<file path="src/hdl/swtq_pkg.sv">
package swtq_pkg;

    localparam int MAX_RESULTS = 16;
    localparam int RES_W       = $clog2(MAX_RESULTS + 1);
    localparam int TASK_W      = 4;
    localparam int TIME_W      = 32;

    typedef enum logic
    {
        OP_ADD  = 1'b0,
        OP_TICK = 1'b1
    } op_t;

    typedef enum logic [2:0]
    {
        ST_ADDED = 3'd0,
        ST_ZERO  = 3'd1,
        ST_FULL  = 3'd2,
        ST_WOKEN = 3'd3,
        ST_NONE  = 3'd4
    } status_t;

    typedef enum logic [1:0]
    {
        S_IDLE,
        S_RUN,
        S_HOLD
    } state_t;

    typedef struct packed
    {
        logic insert;
        logic pop;
    } cell_ctl_t;

endpackage

</file>
<file path="src/hdl/swtq_cell.sv">
module swtq_cell
(
    input  logic                        clk,
    input  swtq_pkg::cell_ctl_t         ctl,
    input  logic                        occ,
    input  logic [swtq_pkg::TASK_W-1:0] new_task,
    input  logic [swtq_pkg::TIME_W-1:0] new_wake,
    input  logic                        prev_keep,
    input  logic [swtq_pkg::TASK_W-1:0] prev_task,
    input  logic [swtq_pkg::TIME_W-1:0] prev_wake,
    input  logic [swtq_pkg::TASK_W-1:0] next_task,
    input  logic [swtq_pkg::TIME_W-1:0] next_wake,
    output logic                        keep,
    output logic [swtq_pkg::TASK_W-1:0] task_q,
    output logic [swtq_pkg::TIME_W-1:0] wake_q
);
    import swtq_pkg::*;

    logic [TASK_W-1:0] task_reg, task_next;
    logic [TIME_W-1:0] wake_reg, wake_next;

    // entry stays put when it wakes no later than the new one (FIFO on ties)
    assign keep   = occ && (wake_reg <= new_wake);
    assign task_q = task_reg;
    assign wake_q = wake_reg;

    always_comb
    begin
        task_next = task_reg;
        wake_next = wake_reg;
        if (ctl.insert && !keep)
        begin
            if (prev_keep)
            begin
                task_next = new_task;
                wake_next = new_wake;
            end
            else
            begin
                task_next = prev_task;
                wake_next = prev_wake;
            end
        end
        else if (ctl.pop)
        begin
            task_next = next_task;
            wake_next = next_wake;
        end
    end

    always_ff @(posedge clk)
    begin
        task_reg <= task_next;
        wake_reg <= wake_next;
    end

endmodule

</file>
<file path="src/hdl/sorted_wakeup_timer_queue_top.sv">
// channel | direction | tdata (lsb up)                     | tuser         | tlast
// s_*     | in        | task_id[3:0] delay now, pad        | op            | -
// m_*     | out       | woken_task[3:0] wake_at, pad       | status[2:0]   | last
//
// Add: taken in idle, inserted across the cell row in the run state, then the result
// waits in the output register. Tick: taken in idle, then for each released entry
// a run step (head compare and shift of the row) and a hold step (output hand-off),
// or one run and hold for a nothing-due result; at most 16 per tick.
// rst_n clears control and count; cell contents are meaningless until written.
// Output stalls hold the row; no new transaction is taken until the last result goes.
module sorted_wakeup_timer_queue_top
#(
    parameter int TASKS = 16
)
(
    input  logic        clk,
    input  logic        rst_n,
    input  logic        s_tvalid,
    output logic        s_tready,
    input  logic [71:0] s_tdata,   // task_id[3:0], delay[35:4], now[67:36], zero pad
    input  logic        s_tuser,   // op
    output logic        m_tvalid,
    input  logic        m_tready,
    output logic [39:0] m_tdata,   // woken_task[3:0], wake_at[35:4], zero pad
    output logic [2:0]  m_tuser,   // status
    output logic        m_tlast
);
    import swtq_pkg::*;

    localparam int CW = $clog2(TASKS + 1);

    state_t            state_reg, state_next;
    op_t               op_reg, op_next;
    logic [TASK_W-1:0] task_reg, task_next;
    logic [TIME_W-1:0] wake_reg, wake_next;
    logic [TIME_W-1:0] now_reg, now_next;
    logic              zero_reg, zero_next;
    logic [CW-1:0]     count_reg, count_next;
    logic [RES_W-1:0]  n_reg, n_next;

    status_t           out_status_reg, out_status_next;
    logic [TASK_W-1:0] out_task_reg, out_task_next;
    logic [TIME_W-1:0] out_wake_reg, out_wake_next;
    logic              out_last_reg, out_last_next;

    cell_ctl_t         ctl;
    logic              keep    [TASKS];
    logic [TASK_W-1:0] c_task  [TASKS];
    logic [TIME_W-1:0] c_wake  [TASKS];

    genvar gi;
    generate
        for (gi = 0; gi < TASKS; gi++)
        begin : g_cell
            logic              p_keep;
            logic [TASK_W-1:0] p_task, n_task;
            logic [TIME_W-1:0] p_wake, n_wake;

            if (gi == 0)
            begin : g_head
                assign p_keep = 1'b1;
                assign p_task = c_task[gi];
                assign p_wake = c_wake[gi];
            end
            else
            begin : g_body
                assign p_keep = keep[gi-1];
                assign p_task = c_task[gi-1];
                assign p_wake = c_wake[gi-1];
            end

            if (gi == TASKS - 1)
            begin : g_tail
                assign n_task = c_task[gi];
                assign n_wake = c_wake[gi];
            end
            else
            begin : g_mid
                assign n_task = c_task[gi+1];
                assign n_wake = c_wake[gi+1];
            end

            swtq_cell u_cell
            (
                .clk       (clk),
                .ctl       (ctl),
                .occ       (count_reg > CW'(gi)),
                .new_task  (task_reg),
                .new_wake  (wake_reg),
                .prev_keep (p_keep),
                .prev_task (p_task),
                .prev_wake (p_wake),
                .next_task (n_task),
                .next_wake (n_wake),
                .keep      (keep[gi]),
                .task_q    (c_task[gi]),
                .wake_q    (c_wake[gi])
            );
        end
    endgenerate

    logic due;
    assign due = (count_reg != '0) && (c_wake[0] <= now_reg)
                 && (n_reg != RES_W'(MAX_RESULTS));

    assign s_tready = (state_reg == S_IDLE);
    assign m_tvalid = (state_reg == S_HOLD);
    assign m_tdata  = {4'b0, out_wake_reg, out_task_reg};
    assign m_tuser  = out_status_reg;
    assign m_tlast  = out_last_reg;

    always_comb
    begin
        state_next      = state_reg;
        op_next         = op_reg;
        task_next       = task_reg;
        wake_next       = wake_reg;
        now_next        = now_reg;
        zero_next       = zero_reg;
        count_next      = count_reg;
        n_next          = n_reg;
        out_status_next = out_status_reg;
        out_task_next   = out_task_reg;
        out_wake_next   = out_wake_reg;
        out_last_next   = out_last_reg;
        ctl             = '0;

        unique case (state_reg)
            S_IDLE:
            begin
                if (s_tvalid)
                begin
                    op_next    = op_t'(s_tuser);
                    task_next  = s_tdata[3:0];
                    now_next   = s_tdata[67:36];
                    wake_next  = s_tdata[67:36] + s_tdata[35:4];
                    zero_next  = (s_tdata[35:4] == '0);
                    n_next     = '0;
                    state_next = S_RUN;
                end
            end
            S_RUN:
            begin
                state_next = S_HOLD;
                if (op_reg == OP_ADD)
                begin
                    out_task_next = task_reg;
                    out_last_next = 1'b1;
                    if (zero_reg)
                    begin
                        out_status_next = ST_ZERO;
                        out_wake_next   = '0;
                    end
                    else if (count_reg == CW'(TASKS))
                    begin
                        out_status_next = ST_FULL;
                        out_wake_next   = wake_reg;
                    end
                    else
                    begin
                        ctl.insert      = 1'b1;
                        count_next      = count_reg + 1'b1;
                        out_status_next = ST_ADDED;
                        out_wake_next   = wake_reg;
                    end
                end
                else if (due)
                begin
                    ctl.pop         = 1'b1;
                    count_next      = count_reg - 1'b1;
                    n_next          = n_reg + 1'b1;
                    out_status_next = ST_WOKEN;
                    out_task_next   = c_task[0];
                    out_wake_next   = c_wake[0];
                    out_last_next   = (n_reg == RES_W'(MAX_RESULTS - 1))
                                      || (count_reg == CW'(1))
                                      || (c_wake[1] > now_reg);
                end
                else
                begin
                    out_status_next = ST_NONE;
                    out_task_next   = '0;
                    out_wake_next   = '0;
                    out_last_next   = 1'b1;
                end
            end
            S_HOLD:
            begin
                if (m_tready)
                begin
                    state_next = out_last_reg ? S_IDLE : S_RUN;
                end
            end
            default:
            begin
                state_next = S_IDLE;
            end
        endcase
    end

    always_ff @(posedge clk or negedge rst_n)
    begin
        if (!rst_n)
        begin
            state_reg <= S_IDLE;
            count_reg <= '0;
        end
        else
        begin
            state_reg <= state_next;
            count_reg <= count_next;
        end
    end

    always_ff @(posedge clk)
    begin
        op_reg         <= op_next;
        task_reg       <= task_next;
        wake_reg       <= wake_next;
        now_reg        <= now_next;
        zero_reg       <= zero_next;
        n_reg          <= n_next;
        out_status_reg <= out_status_next;
        out_task_reg   <= out_task_next;
        out_wake_reg   <= out_wake_next;
        out_last_reg   <= out_last_next;
    end

endmodule
</file>
<file path="config.mk">
export PLATFORM = sky130hd
export DESIGN_NAME = sorted_wakeup_timer_queue_top
export DESIGN_NICKNAME = d
export VERILOG_FILES = /design/src/hdl/swtq_pkg.sv /design/src/hdl/swtq_cell.sv /design/src/hdl/sorted_wakeup_timer_queue_top.sv
export SDC_FILE = /design/constraint.sdc
export NUM_CORES = 2
export LEC_CHECK = 0
export BUFFER_PORTS_ARGS = -buffer_cell sky130_fd_sc_hd__buf_2
export CORE_AREA = 4 4 320 322
export DETAILED_ROUTE_END_ITERATION = 8
export DIE_AREA = 0 0 324 326
export PLACE_DENSITY = 0.72
export SLEW_MARGIN = 0
export SYNTH_ARGS = -nofsm -noshare
export SYNTH_HDL_FRONTEND = slang
export SYNTH_HIERARCHICAL = 1
export SYNTH_SLANG_ARGS = --single-unit
</file>
<file path="constraint.sdc">
create_clock -name clk -period 5.2 [get_ports clk]
set_input_delay 0.52 -clock clk [delete_from_list [all_inputs] [get_ports clk]]
set_output_delay 0.52 -clock clk [all_outputs]
set_load 0.01 [all_outputs]
</file>
### After elaboration in Yosys (flattened, before gate mapping)

Cells that the tools add are included.

| storage, ports and cells | value |
|---|---|
| flip-flop bits (word level) | 698 |
| input port bits | 77 |
| output and inout port bits | 46 |

| cells by class | value |
|---|---|
| $add $sub $neg | 4 |
| $lt $le $gt $ge | 34 |
| equality and inequality tests | 13 |
| muxes and demuxes | 117 |
| reductions and logical operators | 76 |

Operators by type and width:

| kind | count |
|---|---|
| 2-to-1 mux 32 bit | 48 |
| less-or-equal comparator 32 bit | 17 |
| 2-to-1 mux 4 bit | 47 |
| > comparator 5 x 4 -> 1 bit (second input constant) | 8 |
| 2-to-1 mux 5 bit | 7 |
| logical AND 1 bit | 34 |
| adder 32 bit | 1 |
| > comparator 32 bit | 1 |
| logical NOT 32 bit | 1 |
| nonzero test 2 bit | 16 |
| > comparator 5 x 3 -> 1 bit (second input constant) | 4 |
| logical NOT 1 bit | 16 |
| adder 5 x 1 -> 5 bit (second input constant) | 2 |
| > comparator 5 x 1 -> 1 bit (second input constant) | 2 |
| > comparator 5 x 2 -> 1 bit (second input constant) | 2 |
| 2-to-1 mux 2 bit | 5 |
| inequality test 2 bit (second input constant) | 5 |
| one-hot mux 5 bit (2 select lines) | 1 |
| AND reduction 4 bit | 2 |
| 2-to-1 mux 1 bit | 6 |
| 2-to-1 mux 3 bit | 2 |
| one-hot mux 2 bit (3 select lines) | 1 |
| AND reduction 2 bit | 3 |
| equality test 5 x 1 -> 1 bit (second input constant) | 1 |
| 10 further kinds | 12 |

### Logic depth before layout (Yosys ltp)

| depth | value |
|---|---|
| word-level depth | 8 |
| depth in mapped cells | 12 |

### By module

Netlist, hierarchy kept.

Modules (own cells, without submodules):

| module | instances | cells an instance | area each (um^2) |
|---|---|---|---|
| swtq_cell | 16 | 234 | 2909.0 |
| sorted_wakeup_timer_queue_top | 1 | 714 | 7846.3 |

### Worst setup path before layout

No wires, ideal clock.

| timing | value |
|---|---|
| path kind | flip-flop to flip-flop |
| from | register wake_reg[14] |
| to | register g_cell[14].u_cell.wake_reg[10] (data pin) |
| arrival | 3429 ps |
| path slack | 1510 ps |
| stages on the path, launching flop included | 12 |
| period minus slack after synthesis | 3690 ps |
| path through | edfxtp_1 inv_1 ha_1 nand4_1 or3_1 nor4_1 o21bai_1 and2_1 clkbuf_1 clkbuf_1 mux2_2 mux2_4 |

| between the ends | value |
|---|---|
| elaborated cells on any way between the ends | 8 |
| those cells by class | 2 x order compare; 2 x mux; 4 x reduce/logical |

RTL lines:

| element | RTL line | text |
|---|---|---|
| from (decl) | sorted_wakeup_timer_queue_top.sv:35 | `logic [TIME_W-1:0] wake_reg, wake_next;` |
| from (signal assigned) | sorted_wakeup_timer_queue_top.sv:219 | `wake_reg <= wake_next;` |
| less-or-equal comparator 32 bit | swtq_cell.sv:23 | `assign keep = occ && (wake_reg <= new_wake);` |
| logical AND 1 bit | swtq_cell.sv:23 |  |
| via g_cell[14].p_keep | sorted_wakeup_timer_queue_top.sv:55 | `logic p_keep;` |
| 2-to-1 mux 32 bit | swtq_cell.sv:33 | `if (prev_keep)` |
| 2-to-1 mux 32 bit | swtq_cell.sv:31 | `if (ctl.insert && !keep)` |
| via g_cell[14].u_cell.wake_next[10] | swtq_cell.sv:20 | `logic [TIME_W-1:0] wake_reg, wake_next;` |
| to (signal assigned) | swtq_cell.sv:54 | `wake_reg <= wake_next;` |
| to (decl) | swtq_cell.sv:20 |  |

The timed path passes the listed nets, and every way through them passes these cells.
A chain may end at the register's enable or synchronous reset.

### Worst setup path after layout

| timing | value |
|---|---|
| from | register wake_reg[9] |
| to | register g_cell[3].u_cell.wake_reg[11] (data pin) |

| between the ends | value |
|---|---|
| elaborated cells on any way between the ends | 8 |
| those cells by class | 2 x order compare; 2 x mux; 4 x reduce/logical |

RTL lines:

| element | RTL line |
|---|---|
| less-or-equal comparator 32 bit | swtq_cell.sv:23 |
| logical AND 1 bit | swtq_cell.sv:23 |
| via g_cell[3].p_keep | sorted_wakeup_timer_queue_top.sv:55 |
| 2-to-1 mux 32 bit | swtq_cell.sv:33 |
| 2-to-1 mux 32 bit | swtq_cell.sv:31 |
| via g_cell[3].u_cell.wake_next[11] | swtq_cell.sv:20 |
| to (signal assigned) | swtq_cell.sv:54 |
| to (decl) | swtq_cell.sv:20 |

The timed path passes the listed nets, and every way through them passes these cells.

==> results.md <==
- Outcome: complete, no violations
- Seq pwr share: 33.4%
- Post-layout util: 59.1%
- First drt pass iteration count: 5
- Row cnt: 116
- Hold worst-path end: task_reg[0]$_DFFE_PP_
- Max FO, Critical Path: 36
- PortBufs: 114
- Endpoint type of the worst setup path: flip-flop
- Maximum vdd drop: 0.435 mV
- CTS Buf Count: a little over 80
- Average wire per standard cell: approximately 20 µm
- Fmax: between 200 and 250 MHz
- Crit path cell chain: buf_4 -> inv_1 -> ha_1 -> a21oi_1 -> o21ai_0 -> a221oi_1 -> a31oi_1 -> o21bai_1 -> and2_1 -> buf_4 -> mux2_2 -> mux2_4
- Pleak: around 25 nW
- Vias in the first global route: 35840
- Clk slew on worst S/H paths: around 60 ps
- Antenna violations before repair: 0
- Reg2Reg Setup Slack: 800 ps
- Starting density of the core: 54.6%
- Initial DRC count: 1898
- Class of the tightest hold or removal check: input port to flip-flop
- Worst-margin pin slew: 1130 ps
- Clock Power Share: 18.7%
- Final global-route overflow total: 0
- CP bufs+invs: 3
- Number of primary I/O pins: between 100 and 150
- RSZ-0062 raised after global routing: no
- Min cycle time layout: approximately 4400 ps
- Final std cells w/o fill: 6007
- Layout cell share with drive strength beyond 1: about a third
- Critical Path RT: 5580 ps
- Power density over the cells: around 500 nW/µm²
- Setup-failing EPs final: 0
- Maximum number of pins on one net before global-route repair: 47
- Residual DRC: 0
- Mapped Area: 54400 µm²
- Max reg flops: 512
- YS warnings: 6
- Max transition margin: between 20% and 30%
- Worst r2r src: wake_reg[9]$_DFFE_PP_
- Setup TNS: 0 ps
- Die Area: around 110000 µm²
- Clk_lat worst skew: approximately 640 ps
- Worst EP arrival: 4780 ps
- DR vias/cell: 5.74
- Min-Delay Path Depth: 1
- Die X: 324 µm
- CP peak stage delay: 920 ps
- Skew final: 19.4 ps
- Crit path max-delay family: compound AO/OA/AOI/OAI gates
- Final count of hold timing violations: 0
- Syn Inst Count: 4457
- R2R cell count: 12
- Area Overhead vs Synth: 8.23%
- TritonCTS clock tree: yes
- First-pass GRT wire length: between 150000 and 200000 µm
- Sw Pwr: 10.7 mW
- Clock sinks: about 700
- Vert. Die Dim: 326 µm
- Sw frac: 36.4%
- Routability cong.: between 0.8 and 0.9
- Fin nets: 5343
- Syn avg cell area: 12.2 µm²
- H-tree depth: 3
- Final worst-path cycle share: around 85%
- CTS Root Cell: clkbuf_16
- Comb power frac: 47.9%
- Post-route ant nets: 0
- Via Count: 34485
- Hold Crit Start: s_tdata[0]
- Core ar.: 99600 µm²
- Worst R2R End: g_cell[3].u_cell/wake_q[11]$_DFFE_PP_
- DRT Wirelength: 121000 µm
- Final count of pins violating max slew: 0
- Post-DP HPWL: 94500 µm
- Slowest CP cell: edfxtp_1
- CP startpoint kind: flip-flop
- Worst-case clock buffer depth: 3
- Dpl cells: around 6000
- Gr usage total: 22.4%
- CP Class: flip-flop to flip-flop
- P_int: 18.7 mW
- Max-Cap Viols: 0
- Most frequent CP cell: buf_4
-- worst register-to-register path, stage by stage, from the launching register on --
cell and delay [ps]:
edfxtp_1 920, buf_4 300, inv_1 50, ha_1 310, a21oi_1 130, o21ai_0 150, a221oi_1 510, a31oi_1 180
o21bai_1 290, and2_1 170, buf_4 450, mux2_2 430, mux2_4 260
-- repair_timing --
| item | in CTS | in global routing |
|---|---|---|
| hold buffers | 1 | 0 |
| buffers inserted | 0 | 0 |
| resized for setup | 0 | 0 |
| hold endpoints to repair | 7 | 0 |
-- cell usage in the layout, fill, tap and decap left out, types with 17 or more instances in the layout --
master	instances
nor2b_1	20
clkinv_1	23
nor4_1	27
nor3_1	41
nand4_1	114
a21oi_1	248
a221oi_1	18
mux2_4	464
a22o_1	33
and2_1	23
nand2_1	190
clkbuf_16	83
or3_1	18
ha_1	615
a31oi_1	20
nor2_1	61
clkbuf_1	18
a211oi_1	17
a211o_1	17
edfxtp_1	691
nand3_1	44
o211ai_1	23
buf_4	133
o21ai_0	102
a21o_1	42
o21bai_1	18
buf_2	114
inv_1	588
mux2_2	689
or2_2	19
xnor2_1	23
nand2b_1	20
-- final cells by class --
| type | instances | area, µm² |
|---|---|---|
| sequential | 698 | 20900 |
| tap | 1298 | 1620 |
| clock buffer | 101 | 2140 |
| inverter | 590 | 2210 |
| fill | 7888 | 40700 |
| clock inverter | 41 | 339 |
| multi-input combinational | 3021 | 29900 |
| antenna | 1 | 2.50 |
| timing repair buffer | 257 | 1760 |
-- worst max path at each step --
stage / startpoint / endpoint / slack, ps / depth (start not counted)
final: wake_reg[9]$_DFFE_PP_ / g_cell[3].u_cell/wake_q[11]$_DFFE_PP_ / 800 / 12
after CTS: wake_reg[11]$_DFFE_PP_ / g_cell[9].u_cell/wake_q[26]$_DFFE_PP_ / 820 / 12
after global placement: wake_reg[11]$_DFFE_PP_ / g_cell[9].u_cell/wake_q[29]$_DFFE_PP_ / 870 / 12
after global routing: wake_reg[11]$_DFFE_PP_ / g_cell[9].u_cell/task_q[1]$_DFFE_PP_ / 570 / 12
after detailed placement: wake_reg[11]$_DFFE_PP_ / g_cell[10].u_cell/wake_q[24]$_DFFE_PP_ / 840 / 12
after floorplan: wake_reg[14]$_DFFE_PP_ / g_cell[14].u_cell/wake_q[10]$_DFFE_PP_ / 1510 / 11
-- routing by layer --
metal	part of all wire (%)	GRT usage, %	up-vias
met2	48	38.8	665
met4	3.0	6.66	0
met3	3.5	2.42	180
met1	46	29.7	16732
li1	-	-	16908
met5	0	0	-
-- metrics by stage --
step                      hold WS, ps  total power [mW]  setup slack, ps  cell area (µm²)
after floorplan                   224              20.3             1510            54400
after global placement            383              23.4              871            56400
after detailed placement          383              24.0              842            56400
after CTS                        12.5              29.6              820            58900
after global routing             24.7              31.4              573            58900
final                            55.7              29.4              804            58900
-- power groups by stage --
| stage | logic (mW) | clock network, mW | registers, mW |
|---|---|---|---|
| after detailed placement | 14.1 | 0 | 9.91 |
| after global placement | 13.6 | 0 | 9.83 |
| after CTS | 14.1 | 5.64 | 9.81 |
| final | 14.1 | 5.50 | 9.84 |
| after floorplan | 10.9 | 0 | 9.44 |
| after global routing | 15.5 | 5.86 | 10.0 |
(Power assumes the default switching activity.)
